**src/rtl/brfd_pkg.sv**
```systemverilog
// ----------------------------------------------------------------------------
// brfd_pkg
// Types and constants shared by the byte ring FIFO modules.
// ----------------------------------------------------------------------------
package brfd_pkg;

    localparam int KIND_W    = 3;
    localparam int BYTE_W    = 8;
    localparam int REQ_W     = 7;
    localparam int HELD_W    = 9;
    localparam int S_TDATA_W = 16;
    localparam int M_TDATA_W = 24;

    localparam logic [REQ_W-1:0] BURST_MAX = 7'd64;

    localparam logic [KIND_W-1:0] KIND_PUSH  = 3'd0;
    localparam logic [KIND_W-1:0] KIND_POP   = 3'd1;
    localparam logic [KIND_W-1:0] KIND_PEEK  = 3'd2;
    localparam logic [KIND_W-1:0] KIND_BURST = 3'd3;
    localparam logic [KIND_W-1:0] KIND_CLEAR = 3'd4;

    typedef enum logic [1:0] {
        ST_IDLE = 2'd0,
        ST_LOAD = 2'd1,
        ST_OUT  = 2'd2
    } brfd_state_t;

    typedef struct packed {
        logic accept;
        logic load;
        logic step;
    } brfd_cmd_t;

    typedef struct packed {
        logic more;
    } brfd_sts_t;

endpackage

```
**src/rtl/brfd_ram.sv**
```systemverilog
// ----------------------------------------------------------------------------
// brfd_ram
// Simple dual-port RAM with one write port and one registered read port.
// ----------------------------------------------------------------------------
module brfd_ram #(
    parameter int WIDTH = 8,
    parameter int DEPTH = 512
) (
    input  logic                     clk,
    input  logic                     we,
    input  logic [$clog2(DEPTH)-1:0] waddr,
    input  logic [WIDTH-1:0]         wdata,
    input  logic [$clog2(DEPTH)-1:0] raddr,
    output logic [WIDTH-1:0]         rdata
);

    logic [WIDTH-1:0] mem [DEPTH];
    logic [WIDTH-1:0] rdata_reg;

    always_ff @(posedge clk)
    begin
        if (we)
        begin
            mem[waddr] <= wdata;
        end
        rdata_reg <= mem[raddr];
    end

    assign rdata = rdata_reg;

endmodule

```
**src/rtl/brfd_ctrl.sv**
```systemverilog
// ----------------------------------------------------------------------------
// brfd_ctrl
// Sequencer for the byte ring FIFO: takes an item, loads a result, holds it
// until taken, and steps through the bytes of a burst pop.
// ----------------------------------------------------------------------------
module brfd_ctrl (
    input  logic                clk,
    input  logic                rst_n,
    input  logic                s_valid,
    output logic                s_ready,
    output logic                m_valid,
    input  logic                m_ready,
    output brfd_pkg::brfd_cmd_t cmd,
    input  brfd_pkg::brfd_sts_t sts
);
    import brfd_pkg::*;

    brfd_state_t state_reg;
    brfd_state_t state_next;

    always_ff @(posedge clk or negedge rst_n)
    begin
        if (!rst_n)
        begin
            state_reg <= ST_IDLE;
        end
        else
        begin
            state_reg <= state_next;
        end
    end

    always_comb
    begin
        state_next = state_reg;
        s_ready    = 1'b0;
        m_valid    = 1'b0;
        cmd        = '0;
        case (state_reg)
            ST_IDLE:
            begin
                s_ready    = 1'b1;
                cmd.accept = s_valid;
                if (s_valid)
                begin
                    state_next = ST_LOAD;
                end
            end
            ST_LOAD:
            begin
                cmd.load   = 1'b1;
                state_next = ST_OUT;
            end
            ST_OUT:
            begin
                m_valid = 1'b1;
                if (m_ready)
                begin
                    if (sts.more)
                    begin
                        cmd.step   = 1'b1;
                        state_next = ST_LOAD;
                    end
                    else
                    begin
                        state_next = ST_IDLE;
                    end
                end
            end
            default:
            begin
                state_next = ST_IDLE;
            end
        endcase
    end

endmodule

```
**src/rtl/brfd_dp.sv**
```systemverilog
// ----------------------------------------------------------------------------
// brfd_dp
// Datapath of the byte ring FIFO: head and tail pointers, the byte store,
// the burst counter and the result register.
// ----------------------------------------------------------------------------
module brfd_dp #(
    parameter int DEPTH = 512
) (
    input  logic                                  clk,
    input  logic                                  rst_n,
    input  brfd_pkg::brfd_cmd_t                   cmd,
    output brfd_pkg::brfd_sts_t                   sts,
    input  logic [brfd_pkg::KIND_W-1:0]           kind,
    input  logic [brfd_pkg::BYTE_W-1:0]           data_byte,
    input  logic [brfd_pkg::REQ_W-1:0]            request_count,
    output logic [brfd_pkg::BYTE_W-1:0]           out_byte,
    output logic                                  out_valid,
    output logic [brfd_pkg::HELD_W-1:0]           held_count,
    output logic                                  dropped,
    output logic                                  last
);
    import brfd_pkg::*;

    localparam int PW = $clog2(DEPTH);
    localparam int CW = $clog2(DEPTH + 1);
    localparam logic [PW-1:0] PTR_LAST = PW'(DEPTH - 1);
    localparam logic [CW-1:0] DEPTH_C  = CW'(DEPTH);

    logic [PW-1:0]     head_reg, head_next;
    logic [PW-1:0]     tail_reg, tail_next;
    logic [REQ_W-1:0]  remain_reg, remain_next;
    logic              burst_reg, burst_next;
    logic              valid_reg, valid_next;
    logic              drop_reg, drop_next;

    logic [BYTE_W-1:0] out_byte_reg;
    logic              out_valid_reg;
    logic [HELD_W-1:0] held_count_reg;
    logic              dropped_reg;
    logic              last_reg;

    logic [PW-1:0]     head_inc, tail_inc;
    logic [CW-1:0]     held;
    logic [31:0]       held_w;
    logic              empty, full;
    logic [REQ_W-1:0]  cap, burst_n;
    logic              we;
    logic [BYTE_W-1:0] rdata;

    assign head_inc = (head_reg == PTR_LAST) ? '0 : head_reg + PW'(1);
    assign tail_inc = (tail_reg == PTR_LAST) ? '0 : tail_reg + PW'(1);
    assign held     = (tail_reg >= head_reg) ? CW'(tail_reg) - CW'(head_reg)
                                             : CW'(tail_reg) + DEPTH_C - CW'(head_reg);
    assign held_w   = 32'(held);
    assign empty    = (head_reg == tail_reg);
    assign full     = (tail_inc == head_reg);
    assign cap      = (request_count > BURST_MAX) ? BURST_MAX : request_count;
    assign burst_n  = (held_w < 32'(cap)) ? held_w[REQ_W-1:0] : cap;
    assign we       = cmd.accept && (kind == KIND_PUSH) && !full;

    always_comb
    begin
        head_next   = head_reg;
        tail_next   = tail_reg;
        remain_next = remain_reg;
        burst_next  = burst_reg;
        valid_next  = valid_reg;
        drop_next   = drop_reg;
        if (cmd.accept)
        begin
            burst_next  = 1'b0;
            valid_next  = 1'b0;
            drop_next   = 1'b0;
            remain_next = '0;
            case (kind)
                KIND_PUSH:
                begin
                    drop_next = full;
                    if (!full)
                    begin
                        tail_next = tail_inc;
                    end
                end
                KIND_POP:
                begin
                    valid_next = !empty;
                    if (!empty)
                    begin
                        head_next = head_inc;
                    end
                end
                KIND_PEEK:
                begin
                    valid_next = !empty;
                end
                KIND_BURST:
                begin
                    if (burst_n != '0)
                    begin
                        burst_next  = 1'b1;
                        valid_next  = 1'b1;
                        remain_next = burst_n;
                        head_next   = head_inc;
                    end
                end
                KIND_CLEAR:
                begin
                    head_next = '0;
                    tail_next = '0;
                end
                default:
                begin
                end
            endcase
        end
        else if (cmd.step)
        begin
            remain_next = remain_reg - REQ_W'(1);
            head_next   = head_inc;
        end
    end

    always_ff @(posedge clk or negedge rst_n)
    begin
        if (!rst_n)
        begin
            head_reg   <= '0;
            tail_reg   <= '0;
            remain_reg <= '0;
            burst_reg  <= 1'b0;
            valid_reg  <= 1'b0;
            drop_reg   <= 1'b0;
        end
        else
        begin
            head_reg   <= head_next;
            tail_reg   <= tail_next;
            remain_reg <= remain_next;
            burst_reg  <= burst_next;
            valid_reg  <= valid_next;
            drop_reg   <= drop_next;
        end
    end

    always_ff @(posedge clk)
    begin
        if (cmd.load)
        begin
            out_byte_reg   <= valid_reg ? rdata : '0;
            out_valid_reg  <= valid_reg;
            held_count_reg <= held_w[HELD_W-1:0];
            dropped_reg    <= drop_reg;
            last_reg       <= !(burst_reg && (remain_reg > REQ_W'(1)));
        end
    end

    brfd_ram #(
        .WIDTH (BYTE_W),
        .DEPTH (DEPTH)
    ) u_ram (
        .clk   (clk),
        .we    (we),
        .waddr (tail_reg),
        .wdata (data_byte),
        .raddr (head_reg),
        .rdata (rdata)
    );

    assign sts.more   = burst_reg && (remain_reg > REQ_W'(1));
    assign out_byte   = out_byte_reg;
    assign out_valid  = out_valid_reg;
    assign held_count = held_count_reg;
    assign dropped    = dropped_reg;
    assign last       = last_reg;

endmodule

```
**src/rtl/byte_ring_fifo_drop_on_full.sv**
```systemverilog
// ----------------------------------------------------------------------------
// byte_ring_fifo_drop_on_full
// Byte FIFO kept as a circular buffer that drops pushes when full.
// ----------------------------------------------------------------------------
// An accepted item passes through the load state, where the result register is
// loaded, and its result is then offered until taken. No new item is accepted
// until the result is taken; each further byte of a burst pop passes through the
// load state again, because of the registered read of the byte store and the
// single result register.
// Reset clears both pointers and the sequencer; the store is not cleared.
module byte_ring_fifo_drop_on_full #(
    parameter int DEPTH = 512
) (
    input  logic                               clk,
    input  logic                               rst_n,
    input  logic                               s_axis_tvalid,
    output logic                               s_axis_tready,
    // data_byte [7:0], request_count [14:8], zero [15].
    input  logic [brfd_pkg::S_TDATA_W-1:0]     s_axis_tdata,
    // kind [2:0].
    input  logic [brfd_pkg::KIND_W-1:0]        s_axis_tuser,
    output logic                               m_axis_tvalid,
    input  logic                               m_axis_tready,
    // out_byte [7:0], out_valid [8], held_count [17:9], dropped [18], zero [23:19].
    output logic [brfd_pkg::M_TDATA_W-1:0]     m_axis_tdata,
    output logic                               m_axis_tlast
);
    import brfd_pkg::*;

    brfd_cmd_t         cmd;
    brfd_sts_t         sts;
    logic [BYTE_W-1:0] out_byte;
    logic              out_valid;
    logic [HELD_W-1:0] held_count;
    logic              dropped;

    brfd_ctrl u_ctrl (
        .clk     (clk),
        .rst_n   (rst_n),
        .s_valid (s_axis_tvalid),
        .s_ready (s_axis_tready),
        .m_valid (m_axis_tvalid),
        .m_ready (m_axis_tready),
        .cmd     (cmd),
        .sts     (sts)
    );

    brfd_dp #(
        .DEPTH (DEPTH)
    ) u_dp (
        .clk           (clk),
        .rst_n         (rst_n),
        .cmd           (cmd),
        .sts           (sts),
        .kind          (s_axis_tuser),
        .data_byte     (s_axis_tdata[7:0]),
        .request_count (s_axis_tdata[14:8]),
        .out_byte      (out_byte),
        .out_valid     (out_valid),
        .held_count    (held_count),
        .dropped       (dropped),
        .last          (m_axis_tlast)
    );

    assign m_axis_tdata = {5'd0, dropped, held_count, out_valid, out_byte};

    a_one_side: assert property (@(posedge clk) disable iff (!rst_n)
        !(s_axis_tready && m_axis_tvalid))
        else $error("input and output handshakes are both open");

    a_drop_no_byte: assert property (@(posedge clk) disable iff (!rst_n)
        m_axis_tvalid |-> !(dropped && out_valid))
        else $error("a dropped push carries a byte");

    a_burst_valid: assert property (@(posedge clk) disable iff (!rst_n)
        (m_axis_tvalid && !m_axis_tlast) |-> out_valid)
        else $error("a non-final result of an item carries no byte");

    a_step_reload: assert property (@(posedge clk) disable iff (!rst_n)
        cmd.step |=> (cmd.load && !m_axis_tvalid))
        else $error("a burst step did not reload the result register");

endmodule
```
**config.mk**
```make
export PLATFORM = sky130hd
export DESIGN_NAME = byte_ring_fifo_drop_on_full
export DESIGN_NICKNAME = d
export VERILOG_FILES = /design/src/rtl/brfd_pkg.sv /design/src/rtl/brfd_ram.sv /design/src/rtl/brfd_ctrl.sv /design/src/rtl/brfd_dp.sv /design/src/rtl/byte_ring_fifo_drop_on_full.sv
export SDC_FILE = /design/constraint.sdc
export NUM_CORES = 2
export LEC_CHECK = 0
export BUFFER_PORTS_ARGS = -buffer_cell sky130_fd_sc_hd__clkbuf_2
export CAP_MARGIN = 40
export CORE_MARGIN = 1
export CORE_UTILIZATION = 28
export CTS_CLUSTER_SIZE = 10
export DETAILED_ROUTE_END_ITERATION = 16
export PLACE_DENSITY = 0.52
export SLEW_MARGIN = 20
export SYNTH_ARGS = -nofsm -noshare
export SYNTH_HDL_FRONTEND = slang
export SYNTH_SLANG_ARGS = --single-unit
```
**constraint.sdc**
```tcl
create_clock -name clk -period 12.5 [get_ports clk]
set_input_delay 0.625 -clock clk [delete_from_list [all_inputs] [get_ports clk]]
set_output_delay 0.625 -clock clk [all_outputs]
set_load 0.05 [all_outputs]
```
==> summary by stage <==
Clock tree
The maximum root-to-sink buffer count is 4. The latest clock arrival within the worst-skew pair is between 1 and 1.5 ns. The number of sinks driven by the clock tree is between 4000 and 5000. TritonCTS created 464 clock buffers. The clock-pin slew of the registers on the worst-case setup and hold paths is ~0.06 ns.

The total of hold buffers inserted after clock tree synthesis is 4. The cell at the root of the clock tree is clkbuf_16. The TritonCTS clock tree is yes. Post-CTS timing repair inserted 0 buffers for setup. The post-CTS resize count is 0.

CTS built an H-tree with a depth of 5.

Logic synthesis
The Yosys step of the flow raised 0 warnings. Counting flops with an async set or reset pin after synthesis yields a share of 0.00722. The number of cells produced by synthesis is approximately 8200. The mean cell area of the mapped netlist is just under 20 µm².

After synthesis, the netlist uses just under 70 different library cells. The count of flip-flops with a built-in enable after synthesis is 4116. The most instantiated flip-flop cell in the synthesis netlist is edfxtp_1. The synthesized area is ~160000 µm². The synthesized flop and latch total is between 4000 and 5000.

The register area share after synthesis is 0.768.

STA
The accumulated negative setup slack is 0 ns. The final number of max-transition violations is 0. Setup violations remaining at the end of the flow were counted as 0. The fmax is 0.164 GHz. Of the available clock period, the critical path in the final layout requires 0.488. The smallest clock period supported by the final layout is computed as between 6 and 7 ns.

Setup repair after global routing left no endpoint under its margin. The number of endpoints with negative hold slack in the final report is 0. For the pin with the worst max-slew slack, the measured transition is approximately 1.1 ns.

The worst slew margin relative to its limit is 0.240. Between clock sinks in the finished design, the worst skew comes to slightly above 0.07 ns.

Power
The areal power density over the cells is roughly 190 nW/µm². The portion of total power attributed to combinational logic is 0.236. The share of power burned in the clock network is 0.332.

Across the VDD grid, the largest voltage drop is approximately 0.15 mV. Of the total power, registers draw 0.432. The cell leakage power is about 58 nW. Summed over all nets, the switching power comes to a little over 0.01 W. The switching part of the total power is 0.287.

The internal power is 0.0257 W.

Run
The max capacitance violation total is 0.

Die
The total core area is between 500000 and 600000 µm². The die extent in y is roughly 760 µm. The total number of placement rows is approximately 280.

In this run the horizontal extent of the chip is between 700 and 800 µm. The floorplan die area is between 500000 and 600000 µm². 50 I/O pins were placed. The initial cell density of the core is 0.281.

Layout
The share of final-layout standard cells stronger than drive strength 1 is 0.241. At the end of the flow the core is filled with cells to 0.325. In the final layout, the multi-input gates occupy between 30000 and 40000 µm². The number of filler instances in the final layout is 54600. The register ranked first by flip-flop count is u_dp.u_ram.mem. The final layout contains between 8000 and 9000 nets. The most common cell after layout, fill and taps aside is edfxtp_1. The combined flip-flop and latch cell area is about 120000 µm².

The post-layout instance area is between 150000 and 200000 µm². The top cell types in the final layout, fill and taps aside, are edfxtp_1, mux4_2, nor2_1. The area overhead of the layout relative to synthesis is 15.7%. The number of flip-flops in the largest register is between 4000 and 5000.

Placement
Detailed placement ended at an HPWL of 280 mm. The routability congestion estimate is 0.828. The placed standard-cell area is about 170000 µm². Port buffering added 43 buffers.

GRT
The initial antenna violation count was 23. In the global route stage, overall resource usage came out at 0.148. The total overflow reported by the global router is 0.

The number of global-route vias before repair is between 80000 and 90000. The first global-routing pass estimated about 630 mm of wire. Entering global routing, the biggest net connects approximately 180 pins.

Critical path
The startpoint-to-endpoint class of the critical path is flip-flop to flip-flop. STA classifies the critical path startpoint as a flip-flop. STA classifies the critical path endpoint as a flip-flop. The beginning of the worst register-to-register path is u_dp.tail_reg[1]. In this run the worst path has a maximum fanout of 44.

The critical path starts at u_dp.tail_reg[1]. STA puts the critical path data required time at between 10 and 15 ns. The data arrival at the endpoint of the critical path is 6.70 ns.

Route
Summed over all layers, the routed wires come to roughly 450 mm. The vias per cell is roughly 4.9. The detailed-route DRC error count is 20.

Once detail routing completed, the nets flagged for antenna violations numbered 0. The detail-routed net length per standard cell is roughly 27 µm. The pre-antenna-repair detailed-routing pass consisted of 12 iterations.

Detailed routing inserted a total of 81900 vias. In this run, the number of DRC markers left after iteration 0 of detailed routing was between 8000 and 9000.

Min path
In this run the most critical hold path is launched from s_axis_tdata[0]. In this run the worst hold path is classified as input port to flip-flop.

Status
The run finished, with violations left. The checks that failed: design-rule violations.
[metrics by stage]
step           power (W)  instances  hold slack (ns)  setup slack [ns]
5_1_grt           0.0373      16600           0.0571              6.11
3_5_place_dp      0.0244      15800            0.471              6.43
3_3_place_gp      0.0243      15700            0.467              6.02
2_1_floorplan     0.0214       8209            0.329              8.33
6_report          0.0361      16600           0.0816              6.40
4_1_cts           0.0364      16400           0.0206              6.37
[per-layer routing]
layer	wire (µm)	part of all wire	global-route usage
met1	187000	0.42	0.202
met2	214000	0.48	0.241
met3	33700	0.076	0.0308
met4	12100	0.027	0.0396
met5	11	0.000025	0
[worst paths after layout]
kind                                          end  slack, ns  cells past startpoint
max                          u_dp.u_ram.mem[2][1]       6.40                     14
min                        u_dp.u_ram.mem[146][0]       0.08                      1
max reg2reg                  u_dp.u_ram.mem[2][1]       6.40                     14
min reg2reg                        u_dp.burst_reg       0.48                      1
max in group asynchronous     u_ctrl.state_reg[0]      11.66                      3
min in group asynchronous          u_dp.burst_reg       0.15                      3
[kinds of logic (layout without fill, tap and decap cells)]
family | after synthesis | count (layout) | share of synthesized area
flops | 4154 | 4154 | 0.768
simple gates | 1863 | 1863 | 0.0477
mux | 1083 | 1083 | 0.146
compound gates | 535 | 535 | 0.0222
buf+inv | 529 | 1156 | 0.0139
fa+ha+maj | 25 | 25 | 0.00197
xor+xnor | 15 | 15 | 0.000895
other cells | 1 | 10 | 0.0000231
[worst max-delay path, stage by stage, from the launching register on]
cell and delay (ns):
dfrtp_1 0.58, ha_1 0.71, and3_1 0.47, and3_1 0.22, ha_1 0.42, nand2b_1 0.16
mux2i_1 0.08, a221oi_1 0.27, a21oi_1 0.09, nand4_1 0.19, nor2_1 0.11, or3_4 0.42
or3_4 0.62, buf_4 0.50, nor2_1 0.75
[layout make-up]
type | instances | share of cell area
clock inverter | 47 | 0.00397
timing repair buffer | 527 | 0.0262
antenna | 5 | 0.0000667
multi-input combinational | 3526 | 0.190
clock buffer | 560 | 0.0641
sequential | 4154 | 0.663
tap | 7727 | 0.0515
inverter | 22 | 0.000480
[cell usage after synthesis (4+ instances only)]
library cell  instances  area (µm²)
nor2_1              934        3510
mux4_2             1024       23100
nor2b_1              12        75.1
or3_1                 9        56.3
a21oi_1              25         125
buf_1                52         195
xor2_1                6        52.6
o22ai_1              99         619
o211ai_1              5        37.5
and3_1              116         726
nand2b_1              6        37.5
inv_1                20        75.1
o31ai_1              10        75.1
buf_2               162         811
nand2_1             600        2250
ha_1                 24         300
o21ai_0             147         736
nor4_1               40         250
o221ai_1             52         455
mux2i_1              58         581
a2111oi_0            51         447
o21a_1                5        37.5
and2_1               24         150
buf_4                11        82.6
a211oi_1             15         113
xnor2_1               8        70.1
a31oi_1              62         388
a21o_1                5        37.5
nor2_2               20         125
or2_2                 5        31.3
nor3_1               53         265
clkbuf_1            279        1050
a221oi_1             37         324
dfrtp_1              30         751
edfxtp_1           4116      124000
nand4_1               4        25.0
dfxtp_1               8         160
nand3_1              31         155
[power by group through the flow]
stage	logic [W]	registers [W]	clock network [W]
floorplan	0.00559	0.0158	0
global placement	0.00840	0.0159	0
detailed placement	0.00853	0.0159	0
CTS	0.00856	0.0156	0.0122
global route	0.00905	0.0156	0.0127
finish	0.00851	0.0156	0.0120
No activity file was read; power rests on OpenSTA's default activity.
